[config.mk]
export PLATFORM = sky130hd
export DESIGN_NAME = decimal_id_list_parser_top
export DESIGN_NICKNAME = d
export VERILOG_FILES = /design/src/hdl/dilp_pkg.sv /design/src/hdl/decimal_id_list_parser_top.sv /design/src/hdl/dilp_parser.sv /design/src/hdl/dilp_out_fifo.sv
export SDC_FILE = /design/constraint.sdc
export NUM_CORES = 1
export LEC_CHECK = 0
export BUFFER_PORTS_ARGS = -buffer_cell sky130_fd_sc_hd__buf_2
export CAP_MARGIN = 10
export CORE_UTILIZATION = 40
export DETAILED_ROUTE_END_ITERATION = 16
export GPL_TIMING_DRIVEN = 0
export PLACE_DENSITY = 0.64
export REMOVE_ABC_BUFFERS = 1
export SLEW_MARGIN = 10
export SYNTH_ARGS = -nofsm -noshare
export SYNTH_HDL_FRONTEND = slang
export SYNTH_HIERARCHICAL = 1
export SYNTH_SLANG_ARGS = --single-unit
[constraint.sdc]
create_clock -name aclk -period 11.3 [get_ports aclk]
set_input_delay 0.565 -clock aclk [delete_from_list [all_inputs] [get_ports aclk]]
set_output_delay 0.565 -clock aclk [all_outputs]
set_load 0.02 [all_outputs]
[src/hdl/dilp_pkg.sv]
// Shared types and constants for the decimal id list parser.
// No dependencies; every other file in hdl uses it by scoped names.
package dilp_pkg;

    // default limit on values per string
    localparam int MAX_VALUES_DEF = 128;

    // result queue depth and pointer width
    localparam int FIFO_DEPTH = 4;
    localparam int FIFO_PTR_W = 2;

    localparam logic [7:0] CHAR_ZERO  = 8'h30;
    localparam logic [7:0] CHAR_NINE  = 8'h39;
    localparam logic [7:0] CHAR_PLUS  = 8'h2B;
    localparam logic [7:0] CHAR_MINUS = 8'h2D;
    localparam logic [7:0] CHAR_SPACE = 8'h20;
    localparam logic [7:0] CHAR_TAB   = 8'h09;
    localparam logic [7:0] CHAR_CR    = 8'h0D;

    localparam logic [31:0] NEG_LIMIT = 32'h8000_0000;

    typedef enum logic [1:0] {
        PH_IDLE   = 2'd0,
        PH_SIGN   = 2'd1,
        PH_DIGITS = 2'd2,
        PH_DRAIN  = 2'd3
    } phase_t;

    typedef enum logic [1:0] {
        ST_OK     = 2'd0,
        ST_SYNTAX = 2'd1,
        ST_RANGE  = 2'd2,
        ST_COUNT  = 2'd3
    } status_t;

    localparam logic KIND_VALUE  = 1'b0;
    localparam logic KIND_STATUS = 1'b1;

    // register index of the mode bit
    localparam logic REG_MODE = 1'b0;

    typedef struct packed {
        logic        kind;
        logic [31:0] id;
        logic [6:0]  idx;
        logic [1:0]  status;
        logic [7:0]  count;
        logic        last;
    } res_t;

    // up to two results pushed per processed byte
    typedef struct packed {
        logic [1:0] num;
        res_t       r0;
        res_t       r1;
    } push_t;

endpackage

[src/hdl/decimal_id_list_parser_top.sv]
// Parses a byte stream of whitespace-separated signed decimal numbers into
// 32-bit ids. One byte per input beat, tlast marks the terminator beat (its data is
// ignored). Each byte is taken into an input register and processed from there by a
// single accumulate-by-ten step; one byte per cycle is sustained unless stalled. A value
// beat leaves in list mode when its number ends; each terminator yields one status
// beat (tlast high, tuser high), preceded in single mode by the value when the string
// is valid. A terminator can thus produce two beats, which a four-entry result queue
// absorbs; input stalls only while that queue cannot take two more results.
// Depends on dilp_pkg, dilp_parser and dilp_out_fifo.
module decimal_id_list_parser_top #(
    parameter int MAX_VALUES = dilp_pkg::MAX_VALUES_DEF
) (
    input  logic        aclk,
    input  logic        aresetn,
    // input stream
    input  logic        s_axis_tvalid,
    output logic        s_axis_tready,
    input  logic [7:0]  s_axis_tdata,   // [7:0] char_byte
    input  logic        s_axis_tlast,   // end_of_string
    // result stream
    output logic        m_axis_tvalid,
    input  logic        m_axis_tready,
    output logic [55:0] m_axis_tdata,   // [31:0] id_value, [38:32] value_index,
                                        // [40:39] parse_status, [48:41] value_count
    output logic        m_axis_tuser,   // result_kind
    output logic        m_axis_tlast,   // last_result
    // configuration
    input  logic        psel,
    input  logic        penable,
    input  logic        pwrite,
    input  logic [2:0]  paddr,
    input  logic [31:0] pwdata,
    output logic [31:0] prdata,
    output logic        pready
);

    logic       in_valid_reg;
    logic [7:0] in_char_reg;
    logic       in_eos_reg;
    logic       mode_reg;

    logic            step;
    logic            room2;
    logic            not_empty;
    dilp_pkg::push_t push;
    dilp_pkg::res_t  head;

    assign step          = in_valid_reg && room2;
    assign s_axis_tready = !in_valid_reg || step;

    always_ff @(posedge aclk) begin
        if (!aresetn) begin
            in_valid_reg <= 1'b0;
        end else if (s_axis_tready) begin
            in_valid_reg <= s_axis_tvalid;
        end
    end

    always_ff @(posedge aclk) begin
        if (s_axis_tready && s_axis_tvalid) begin
            in_char_reg <= s_axis_tdata;
            in_eos_reg  <= s_axis_tlast;
        end
    end

    // apb register file: one mode bit
    assign pready = 1'b1;
    assign prdata = (paddr[2] == dilp_pkg::REG_MODE) ? {31'd0, mode_reg} : 32'd0;

    always_ff @(posedge aclk) begin
        if (!aresetn) begin
            mode_reg <= 1'b0;
        end else if (psel && penable && pwrite && pready && paddr[2] == dilp_pkg::REG_MODE) begin
            mode_reg <= pwdata[0];
        end
    end

    dilp_parser #(
        .MAX_VALUES (MAX_VALUES)
    ) u_parser (
        .aclk          (aclk),
        .aresetn       (aresetn),
        .step          (step),
        .char_byte     (in_char_reg),
        .end_of_string (in_eos_reg),
        .single_mode   (mode_reg),
        .push          (push)
    );

    dilp_out_fifo u_out_fifo (
        .aclk      (aclk),
        .aresetn   (aresetn),
        .push      (push),
        .pop       (m_axis_tvalid && m_axis_tready),
        .room2     (room2),
        .not_empty (not_empty),
        .head      (head)
    );

    assign m_axis_tvalid = not_empty;
    assign m_axis_tdata  = {7'd0, head.count, head.status, head.idx, head.id};
    assign m_axis_tuser  = head.kind;
    assign m_axis_tlast  = head.last;

endmodule

[src/hdl/dilp_parser.sv]
// Parser state and the per-byte step logic of the decimal id list parser.
// Depends on dilp_pkg for phase, status and result types.
module dilp_parser #(
    parameter int MAX_VALUES = dilp_pkg::MAX_VALUES_DEF
) (
    input  logic            aclk,
    input  logic            aresetn,
    input  logic            step,
    input  logic [7:0]      char_byte,
    input  logic            end_of_string,
    input  logic            single_mode,
    output dilp_pkg::push_t push
);

    localparam int CNT_W = $clog2(MAX_VALUES + 1);
    localparam logic [CNT_W-1:0] CNT_MAX = CNT_W'(MAX_VALUES);

    dilp_pkg::phase_t phase_reg, phase_next;
    logic             neg_reg, neg_next;
    logic [31:0]      acc_reg, acc_next;
    logic             ovf_reg, ovf_next;
    logic [CNT_W-1:0] seen_reg, seen_next;
    logic [1:0]       err_reg, err_next;

    logic        is_digit;
    logic        is_space;
    logic [3:0]  digit_val;
    logic [35:0] prod;
    logic [31:0] signed_val;
    logic        range_bad;

    dilp_pkg::push_t p;

    assign is_digit  = (char_byte >= dilp_pkg::CHAR_ZERO) && (char_byte <= dilp_pkg::CHAR_NINE);
    assign is_space  = (char_byte == dilp_pkg::CHAR_SPACE) ||
                       ((char_byte >= dilp_pkg::CHAR_TAB) && (char_byte <= dilp_pkg::CHAR_CR));
    assign digit_val = char_byte[3:0];
    // acc * 10 + d
    assign prod = ({4'b0, acc_reg} << 3) + ({4'b0, acc_reg} << 1) + 36'(digit_val);
    assign signed_val = neg_reg ? (32'd0 - acc_reg) : acc_reg;
    assign range_bad  = ovf_reg || (neg_reg && (acc_reg > dilp_pkg::NEG_LIMIT));

    always_comb begin
        phase_next = phase_reg;
        neg_next   = neg_reg;
        acc_next   = acc_reg;
        ovf_next   = ovf_reg;
        seen_next  = seen_reg;
        err_next   = err_reg;
        p          = '0;

        // a number ends at any non-digit or at the terminator
        if (phase_reg == dilp_pkg::PH_DIGITS && (end_of_string || !is_digit)) begin
            if (range_bad) begin
                err_next   = dilp_pkg::ST_RANGE;
                phase_next = dilp_pkg::PH_DRAIN;
            end else begin
                phase_next = dilp_pkg::PH_IDLE;
                if (single_mode) begin
                    seen_next = CNT_W'(1);
                end else begin
                    p.num       = 2'd1;
                    p.r0.kind   = dilp_pkg::KIND_VALUE;
                    p.r0.id     = signed_val;
                    p.r0.idx    = 7'(seen_reg);
                    if (seen_reg < CNT_MAX) begin
                        seen_next = seen_reg + CNT_W'(1);
                    end
                end
            end
        end

        if (!end_of_string) begin
            case (phase_reg)
                dilp_pkg::PH_DIGITS: begin
                    if (is_digit && !ovf_reg) begin
                        if (prod[35:32] != 4'd0) begin
                            ovf_next = 1'b1;
                        end else begin
                            acc_next = prod[31:0];
                        end
                    end
                end
                dilp_pkg::PH_SIGN: begin
                    if (is_digit) begin
                        acc_next   = 32'(digit_val);
                        phase_next = dilp_pkg::PH_DIGITS;
                    end else begin
                        err_next   = dilp_pkg::ST_SYNTAX;
                        phase_next = dilp_pkg::PH_DRAIN;
                    end
                end
                default: begin
                end
            endcase

            // start of a possible number
            if ((phase_reg == dilp_pkg::PH_IDLE ||
                 (phase_reg == dilp_pkg::PH_DIGITS && !is_digit)) &&
                phase_next == dilp_pkg::PH_IDLE && !is_space) begin
                if (single_mode && seen_next != '0) begin
                    err_next   = dilp_pkg::ST_SYNTAX;
                    phase_next = dilp_pkg::PH_DRAIN;
                end else if (!single_mode && seen_next >= CNT_MAX) begin
                    err_next   = dilp_pkg::ST_COUNT;
                    phase_next = dilp_pkg::PH_DRAIN;
                end else begin
                    ovf_next = 1'b0;
                    acc_next = 32'd0;
                    neg_next = (char_byte == dilp_pkg::CHAR_MINUS);
                    if (char_byte == dilp_pkg::CHAR_MINUS || char_byte == dilp_pkg::CHAR_PLUS) begin
                        phase_next = dilp_pkg::PH_SIGN;
                    end else if (is_digit) begin
                        acc_next   = 32'(digit_val);
                        phase_next = dilp_pkg::PH_DIGITS;
                    end else begin
                        err_next   = dilp_pkg::ST_SYNTAX;
                        phase_next = dilp_pkg::PH_DRAIN;
                    end
                end
            end
        end else begin
            if (phase_reg == dilp_pkg::PH_SIGN) begin
                err_next = dilp_pkg::ST_SYNTAX;
            end

            // single mode emits its one value only on a clean string
            if (err_next == dilp_pkg::ST_OK && single_mode) begin
                if (seen_next == '0) begin
                    err_next = dilp_pkg::ST_SYNTAX;
                end else begin
                    p.num     = 2'd1;
                    p.r0.kind = dilp_pkg::KIND_VALUE;
                    p.r0.id   = signed_val;
                end
            end

            if (p.num == 2'd0) begin
                p.r0.kind   = dilp_pkg::KIND_STATUS;
                p.r0.status = err_next;
                p.r0.count  = 8'(seen_next);
                p.r0.last   = 1'b1;
            end else begin
                p.r1.kind   = dilp_pkg::KIND_STATUS;
                p.r1.status = err_next;
                p.r1.count  = 8'(seen_next);
                p.r1.last   = 1'b1;
            end
            p.num = p.num + 2'd1;

            phase_next = dilp_pkg::PH_IDLE;
            neg_next   = 1'b0;
            acc_next   = 32'd0;
            ovf_next   = 1'b0;
            seen_next  = '0;
            err_next   = dilp_pkg::ST_OK;
        end

        if (!step) begin
            p.num = 2'd0;
        end
    end

    assign push = p;

    always_ff @(posedge aclk) begin
        if (!aresetn) begin
            phase_reg <= dilp_pkg::PH_IDLE;
            neg_reg   <= 1'b0;
            acc_reg   <= 32'd0;
            ovf_reg   <= 1'b0;
            seen_reg  <= '0;
            err_reg   <= dilp_pkg::ST_OK;
        end else if (step) begin
            phase_reg <= phase_next;
            neg_reg   <= neg_next;
            acc_reg   <= acc_next;
            ovf_reg   <= ovf_next;
            seen_reg  <= seen_next;
            err_reg   <= err_next;
        end
    end

endmodule

[src/hdl/dilp_out_fifo.sv]
// Small result queue between the parser step and the output channel.
// Takes up to two results per cycle; depends on dilp_pkg for res_t/push_t.
module dilp_out_fifo (
    input  logic            aclk,
    input  logic            aresetn,
    input  dilp_pkg::push_t push,
    input  logic            pop,
    output logic            room2,
    output logic            not_empty,
    output dilp_pkg::res_t  head
);

    localparam int CNT_W = dilp_pkg::FIFO_PTR_W + 1;

    dilp_pkg::res_t                mem_reg [dilp_pkg::FIFO_DEPTH];
    logic [dilp_pkg::FIFO_PTR_W-1:0] rd_ptr_reg, rd_ptr_next;
    logic [dilp_pkg::FIFO_PTR_W-1:0] wr_ptr_reg, wr_ptr_next;
    logic [CNT_W-1:0]              count_reg, count_next;
    logic [dilp_pkg::FIFO_PTR_W-1:0] wr_ptr_inc;

    assign wr_ptr_inc = wr_ptr_reg + dilp_pkg::FIFO_PTR_W'(1);
    assign not_empty  = (count_reg != '0);
    assign room2      = (count_reg <= CNT_W'(dilp_pkg::FIFO_DEPTH - 2));
    assign head       = mem_reg[rd_ptr_reg];

    always_comb begin
        rd_ptr_next = rd_ptr_reg + dilp_pkg::FIFO_PTR_W'(pop);
        wr_ptr_next = wr_ptr_reg + dilp_pkg::FIFO_PTR_W'(push.num);
        count_next  = count_reg + CNT_W'(push.num) - CNT_W'(pop);
    end

    always_ff @(posedge aclk) begin
        if (!aresetn) begin
            rd_ptr_reg <= '0;
            wr_ptr_reg <= '0;
            count_reg  <= '0;
        end else begin
            rd_ptr_reg <= rd_ptr_next;
            wr_ptr_reg <= wr_ptr_next;
            count_reg  <= count_next;
        end
    end

    always_ff @(posedge aclk) begin
        if (push.num != 2'd0) begin
            mem_reg[wr_ptr_reg] <= push.r0;
        end
        if (push.num == 2'd2) begin
            mem_reg[wr_ptr_inc] <= push.r1;
        end
    end

endmodule

==> metrics.txt, run 1 <==
CTS tree done; total track usage approximately 18%; Seq/Total Area, Yosys 43.33%; DIE HEIGHT between 200 and 250 um; RSZ-0062 raised after global routing no; crit-path leading delay family simple AND/OR/NAND/NOR gates; RR Endpoint u_out_fifo/mem_reg[0][49]$_DFFE_PP_; worst slack, placed 4648 ps; largest family of logic cells by synthesized area multiplexers; post-synthesis mux area share between 20 and 25%; number of setup buffers added after CTS 0; Synth area leader edfxtp_1; EDFF count, synth ~210; I/O Buffers 71; Initial Utilization roughly two fifths; CTS Sinks ~270; simple-gate share of the synthesized area under 10%; crit share post-route about three fifths; Worst EP arrival approximately 7000 ps; Post-Synthesis Cells 1448; P per Cell Area around 140 nW/um2; Hold WC Path Type input pin to flop; setup_tns 0 ps; final max-slew violation count 0; Routed wire per std cell 18.73 um; Hold Path Origin s_axis_tdata[2]; IO Pins between 100 and 150; synthesized flop and latch total between 200 and 300; Yosys top cell area share roughly 37%; final wirelength ~39000 um; sw frac between 20 and 30%; Static Leakage around 0.0073 uW; worst path cell trace or4_4 -> or4_1 -> o31a_1 -> nor2_1 -> a211oi_1 -> o211a_4 -> a31oi_1 -> o21ai_1 -> nor2_1 -> nand4b_1 -> buf_6 -> buf_8 -> buf_6 -> buf_6 -> mux2_2; Most common cell on crit path buf_6; Clk pin slew, worst setup/hold paths roughly 60 ps; Die X about 210 um; clk root buf clkbuf_16; cell area after synthesis around 17000 um2; hold path depth 1; core area 42320 um2; VDD IR max around 92 uV; first-pass GRT wire length 62960 um; total congestion overflow 0; Filler Cell Count slightly below 4000; Comb pwr share around 23%; Post-route DRC 0; Cell Rows 75; largest net degree at the start of global routing 49; 1st-iter DRT viols 884; Antenna Violating Nets Remaining 0; Worst-Skew Late Latency about 560 ps; outcome completed; clk_skew between 10 and 15 ps; Slew @ Worst Pin around 1200 ps; Required @ worst endpoint 11600 ps; top-count cell post-synth edfxtp_1; Area contributors post-synth edfxtp_1, mux2_2, mux4_2; Placer Congestion 0.8850; dpl hpwl ~28000 um; layout net count about 1600; ant diodes 0; final hold violations 0; post-DR vias/cell between 5 and 6; XOR/XNOR Fraction of Synth Area between 3 and 4%; DRT Pass-1 Iters 5; Int Pwr between 1500 and 2000 uW; Slew headroom 19.70%; Post-Layout Cell Count ~2100; Critical path buffers and inverters 4; # Max-Cap Violations 0; fraction of layout cells with a size suffix above 1 28.16%; synthesis-to-layout area growth 9.494%; top_reg_cell synth edfxtp_1; Num CTS Buffers 29; Worst Path Max Fanout 13; post_cts resized 0; post-synthesis async set-or-reset flop share 0%; sequential share of power between 40% and 50%; Setup Viol. Count Final 0; clock network power share approximately a third; Synth warnings 6; r2r worst-path depth 15; min cycle time layout 6719 ps; Worst path slowest cell or4_1; crit end category flop; area share of fa/ha/maj cells after synthesis 5.625%; syn avg cell area 11.95 um2; slowest stage delay, CP approximately 710 ps; commonest cells in the netlist edfxtp_1, mux2_2, nor2_1, buf_4, nand2_1; placed cell count about 2000; worst-case clock buffer depth 3; H-tree depth 1; Worst R2R Start u_parser/acc_reg[2]$_SDFFE_PN0P_; Worst R2R Setup Slack about 4600 ps; type of origin of the critical path flop; fmax 148.8 MHz; Vias around 11000; Hold Buf Count CTS 0; Worst Hold End in_char_reg[2]$_DFFE_PP_; initial antenna violation count 0; post-synthesis compound-gate area fraction between 10 and 15%; final worst slack approximately 4600 ps; die area about 44000 um2; max reg flops just over 200; Psw slightly below 800 uW; vias in the first global route between 10000 and 15000; Yosys cell types 88; kind of critical path flop to flop
-- worst max path at each step --
stage	end	start	slack, ps	cells past startpoint
2_1_floorplan	u_out_fifo/mem_reg[0][0]$_DFFE_PP_	u_parser/acc_reg[2]$_SDFFE_PN0P_	2640	11
3_3_place_gp	u_out_fifo/mem_reg[0][43]$_DFFE_PP_	u_parser/acc_reg[2]$_SDFFE_PN0P_	-4900	11
3_5_place_dp	u_out_fifo/mem_reg[0][49]$_DFFE_PP_	u_parser/acc_reg[2]$_SDFFE_PN0P_	4650	15
4_1_cts	u_out_fifo/mem_reg[0][49]$_DFFE_PP_	u_parser/acc_reg[2]$_SDFFE_PN0P_	4610	15
5_1_grt	u_out_fifo/mem_reg[0][49]$_DFFE_PP_	u_parser/acc_reg[2]$_SDFFE_PN0P_	4160	15
6_report	u_out_fifo/mem_reg[0][49]$_DFFE_PP_	u_parser/acc_reg[2]$_SDFFE_PN0P_	4580	15
-- worst register-to-register path, stage by stage, from the launching register on --
cell and delay (ps):
dfxtp_1 420, or4_4 590, or4_1 710, o31a_1 490, nor2_1 680, a211oi_1 190, o211a_4 320, a31oi_1 380
o21ai_1 470, nor2_1 580, nand4b_1 510, buf_6 340, buf_8 170, buf_6 180, buf_6 160, mux2_2 280
-- routing by layer --
layer	vias up	part of all wire [%]	GRT usage, %
met2	292	48	29.80
met3	48	4.5	1.803
li1	5461	-	-
met4	0	1.9	4.304
met5	-	0	0
met1	5580	46	24.72
-- power groups by stage --
stage	clock network [uW]	registers (uW)	logic [uW]
detailed placement	0	1160	605
finish	909	1140	599
CTS	928	1140	607
floorplan	0	1180	402
global route	965	1150	643
global placement	0	1210	556
-- through the flow --
stage	power, uW	cell area (um2)	util (%)	hold WS (ps)
floorplan	1580	16500	-	455.9
global placement	1769	17570	41.53	489.3
finish	2648	18950	44.77	184.9
global route	2756	18950	44.77	169.9
detailed placement	1769	18060	42.67	501.9
CTS	2678	18950	44.77	159.0
-- cells in the final DEF (no fill, tap or decap), types with 9 or more instances in the layout --
| cell type | synthesis | routed |
|---|---|---|
| buf_2 | 18 | 71 |
| o21ai_0 | 48 | 47 |
| inv_1 | 43 | 43 |
| xnor2_1 | 24 | 24 |
| conb_1 | 3 | 78 |
| mux4_2 | 51 | 51 |
| nor3_1 | 13 | 13 |
| clkbuf_16 | 0 | 29 |
| and3_1 | 16 | 16 |
| o31ai_1 | 11 | 11 |
| nand4_1 | 10 | 10 |
| a31oi_1 | 9 | 9 |
| or3_1 | 9 | 9 |
| a22o_1 | 25 | 25 |
| ha_1 | 73 | 73 |
| o21a_1 | 9 | 9 |
| a21oi_1 | 59 | 59 |
| xor2_1 | 33 | 33 |
| buf_12 | 0 | 9 |
| mux2_2 | 195 | 195 |
| nand3_1 | 29 | 29 |
| dfxtp_1 | 55 | 53 |
| nor2_1 | 112 | 110 |
| nand2_1 | 74 | 74 |
| a211oi_1 | 9 | 9 |
| or4_1 | 9 | 9 |
| mux2_4 | 10 | 10 |
| and2_1 | 14 | 14 |
| edfxtp_1 | 213 | 213 |
-- logic make-up (layout without fill, tap and decap cells) --
group | count (synthesis) | count (layout)
simple gates | 324 | 324
flops | 268 | 268
mux | 261 | 261
compound gates | 259 | 259
buf+inv | 198 | 188
fa+ha+maj | 76 | 76
xor+xnor | 59 | 59
other cells | 3 | 78
-- final cells by class --
cell class,count,area [um2],share of cell area [%]
well taps,577,721.9,3.810
flip-flops and latches,268,7505,39.61
clock buffers,36,762.0,4.022
multi-input cells,1057,8891,46.93
repair buffers,95,780.7,4.121
inverters,43,161.4,0.8519
clock inverters,14,125.1,0.6604
No activity file was read; power rests on OpenSTA's default activity.
==> inputs of run 2 (changes only) <==
ABC_AREA = 1   (was default)
clock period = 6.2 ns   (was 11.3 ns; I/O delays follow)
==> metrics.txt, run 2 <==
Slew headroom 19.63% (was 19.70%); Yosys top cell area share 33.50% (was 36.96%); DRT Pass-1 Iters 11 (was 5); synthesized flop and latch total 268 (unchanged); H-tree depth 1 (unchanged); commonest cells in the netlist nand2_1, inv_1, edfxtp_1, o21ai_0, a21oi_1 (was edfxtp_1, mux2_2, nor2_1, buf_4, nand2_1); Slew @ Worst Pin 1201 ps (was 1196 ps); Static Leakage 0.008716 uW (was 0.007303 uW); Pwr Total 5398 uW (was 2648 uW); CTS tree done (unchanged); setup_tns 0 ps (unchanged); min cycle time layout 5337 ps (was 6719 ps); CTS Sinks 268 (unchanged); layout net count 2680 (was 1621); Num CTS Buffers 29 (unchanged); fraction of layout cells with a size suffix above 1 8.696% (was 28.16%); Hold WC Path Type input pin to flop (unchanged); Area after DPL 19560 um2 (was 18060 um2); commonest non-fill, non-tap cell in the layout nand2_1 (was edfxtp_1); Filler Cell Count 4680 (was 3841); Post-Synthesis Cells 2552 (was 1448); total congestion overflow 0 (unchanged); VDD IR max 192.0 uV (was 91.67 uV); Worst-Skew Late Latency 580 ps (was 560 ps); crit end category flop (unchanged); XOR/XNOR Fraction of Synth Area 2.615% (was 3.145%); Synth warnings 6 (unchanged); dpl hpwl 32360 um (was 27540 um); Cell Rows 79 (was 75); most frequent cells in the layout nand2_1, inv_1, edfxtp_1, o21ai_0, a21oi_1 (was edfxtp_1, mux2_2, nor2_1, conb_1, nand2_1); Setup Viol. Count Final 0 (unchanged); outcome finished with violations (was completed); Die X 220.5 um (was 210.0 um); IO Pins 144 (unchanged); cell area after synthesis 19090 um2 (was 17300 um2); post-DR vias/cell 5.080 (was 5.445); # Max-Cap Violations 0 (unchanged); initial antenna violation count 0 (unchanged); Worst R2R Setup Slack 860 ps (was 4580 ps); RSZ-0062 raised after global routing no (unchanged); RR Endpoint u_out_fifo/mem_reg[3][47]$_DFFE_PP_ (was u_out_fifo/mem_reg[0][49]$_DFFE_PP_); Worst setup startpoint u_parser/phase_reg[0]$_SDFFE_PN0P_ (was u_parser/acc_reg[2]$_SDFFE_PN0P_); kind of critical path flop to flop (unchanged); top-count cell post-synth nand2_1 (was edfxtp_1); Placer Congestion 0.8739 (was 0.8850); fmax 187.4 MHz (was 148.8 MHz); Routed wire per std cell 14.80 um (was 18.73 um); simple-gate share of the synthesized area 22.73% (was 9.328%); Post-route DRC 5 (was 0); clk root buf clkbuf_16 (unchanged); first-pass GRT wire length 75760 um (was 62960 um); syn avg cell area 7.481 um2 (was 11.95 um2); Initial Utilization 40.75% (was 40.89%); Seq/Total Area, Yosys 39.27% (was 43.33%); Yosys cell types 51 (was 88); core area 46850 um2 (was 42320 um2); Antenna Violating Nets Remaining 0 (unchanged); type of origin of the critical path flop (unchanged); I/O Buffers 71 (unchanged); Clk pin slew, worst setup/hold paths 60 ps (about the same); post-synthesis compound-gate area fraction 16.37% (was 10.80%); post-route cell area 20590 um2 (was 18950 um2); Worst Path Max Fanout 43 (was 13); EDFF count, synth 213 (unchanged); final wirelength 47100 um (was 39150 um); die area 48610 um2 (was 44100 um2); DIE HEIGHT 220.5 um (was 210.0 um); r2r worst-path depth 19 (was 15); final max-slew violation count 0 (unchanged); worst-case clock buffer depth 3 (unchanged); crit share post-route 86.08% (was 59.46%); worst slack, placed 1060 ps (was 4648 ps); largest net degree at the start of global routing 92 (was 49); P per Cell Area 262.2 nW/um2 (was 139.8 nW/um2); total track usage 19.30% (was 17.77%); final hold violations 0 (unchanged); Synth area leader edfxtp_1 (unchanged); vias in the first global route 14960 (was 11350); Vias 16170 (was 11380); Worst EP arrival 5560 ps (was 7020 ps); top_reg_cell synth edfxtp_1 (unchanged); Area contributors post-synth edfxtp_1, nand2_1, inv_1 (was edfxtp_1, mux2_2, mux4_2); post_cts resized 0 (unchanged); CP endpoint u_out_fifo/mem_reg[3][47]$_DFFE_PP_ (was u_out_fifo/mem_reg[0][49]$_DFFE_PP_); failing checks DRC; post-synthesis mux area share 0% (was 20.48%); post-synthesis async set-or-reset flop share 0% (unchanged); Worst R2R Start u_parser/phase_reg[0]$_SDFFE_PN0P_ (was u_parser/acc_reg[2]$_SDFFE_PN0P_); clk_skew 30.42 ps (was 12.39 ps); largest family of logic cells by synthesized area simple AND/OR/NAND/NOR gates (was multiplexers); max reg flops 204 (unchanged); utilization after layout 43.94% (was 44.77%); Required @ worst endpoint 6420 ps (was 11600 ps); synthesis-to-layout area growth 7.838% (was 9.494%); final worst slack 863.2 ps (was 4581 ps); area share of fa/ha/maj cells after synthesis 5.099% (was 5.625%); 1st-iter DRT viols 1120 (was 884); ant diodes 0 (unchanged)
## run 2: cell count changes in the layout (fill, tap and decap cells not counted), sizes merged, moves of 51 or more
cell / previous run / this run
nand3: 29 / 108
o211ai: 5 / 60
a21oi: 61 / 158
nor2: 112 / 168
mux4: 51 / 0
o21ai: 50 / 311
inv: 44 / 343
nand2: 74 / 728
mux2: 205 / 0
## run 2: layer usage
layer  vias to the layer above  routed length (um)  GRT usage (%)
li1                       8209                   -              -
met3                        64                2315          2.048
met2                       406               21780          31.91
met1                      7492               22030          26.57
met5                         -                   0              0
met4                         0                 974          5.586
## run 2: worst min path at each step
stage                                                 from                             endpoint  slack, ps  depth (start not counted)
after floorplan                                    aresetn   u_out_fifo/count_reg[0]$_SDFF_PN0_        400                          2
after global placement    u_parser/err_reg[1]$_SDFFE_PN0P_     u_parser/err_reg[1]$_SDFFE_PN0P_        450                          2
after detailed placement  u_parser/err_reg[1]$_SDFFE_PN0P_     u_parser/err_reg[1]$_SDFFE_PN0P_        460                          2
after CTS                                         paddr[2]                mode_reg$_SDFFE_PN0P_         40                          4
after global routing                               aresetn  u_out_fifo/rd_ptr_reg[0]$_SDFF_PN0_         80                          3
final                                            pwdata[0]                mode_reg$_SDFFE_PN0P_         60                          5
## run 2: critical path, cell delays in order, from the launching register on
cell	delay (ps)
dfxtp_1	330
inv_1	120
ha_1	640
inv_1	160
a21oi_2	510
inv_2	260
nand2_1	140
nand2_1	140
nand2_1	100
nor2_1	70
nand2_1	100
a21oi_1	80
inv_1	130
nand2_1	370
nor2_1	440
inv_2	130
nor2_4	200
nand2_4	340
nand2_4	330
buf_16	300
## run 2: cell type report
class	instances	area [um2]	area share, %
inverter	345	1297	6.302
sequential	268	7505	36.45
clock inverter	17	170.2	0.8265
timing repair buffer	95	803.3	3.902
clock buffer	37	755.7	3.671
tap	607	759.5	3.689
multi-input combinational	1814	9298	45.16
## run 2: report_power, final
group | switching (uW) | total (uW) | internal, uW
registers | 90.1 | 2100 | 2010
clock network | 722 | 1710 | 987
logic | 1120 | 1590 | 470
total | 1930 | 5400 | 3470
## run 2: what timing repair did
item,in CTS,in global routing
endpoints found under the hold margin,10,0
hold buffers,10,0
endpoints found under the setup margin,0,0
setup buffers,0,0
## run 2: kinds of logic (layout without fill, tap and decap cells)
family,count (synthesis),after routing
AOI/OAI and AO/OA,552,552
and+or+nand+nor,1051,1051
xor gates and xnor gates,57,57
other,3,78
buffers and inverters,545,494
DFF,268,268
adders and majority gates,76,76
## run 2: per-stage QoR
| stage | hold slack [ps] | instances |
|---|---|---|
| floorplan | 403.5 | 2427 |
| global placement | 453.8 | 3105 |
| detailed placement | 458.6 | 3119 |
| CTS | 40.12 | 3183 |
| global route | 75.60 | 3183 |
| finish | 59.70 | 3183 |
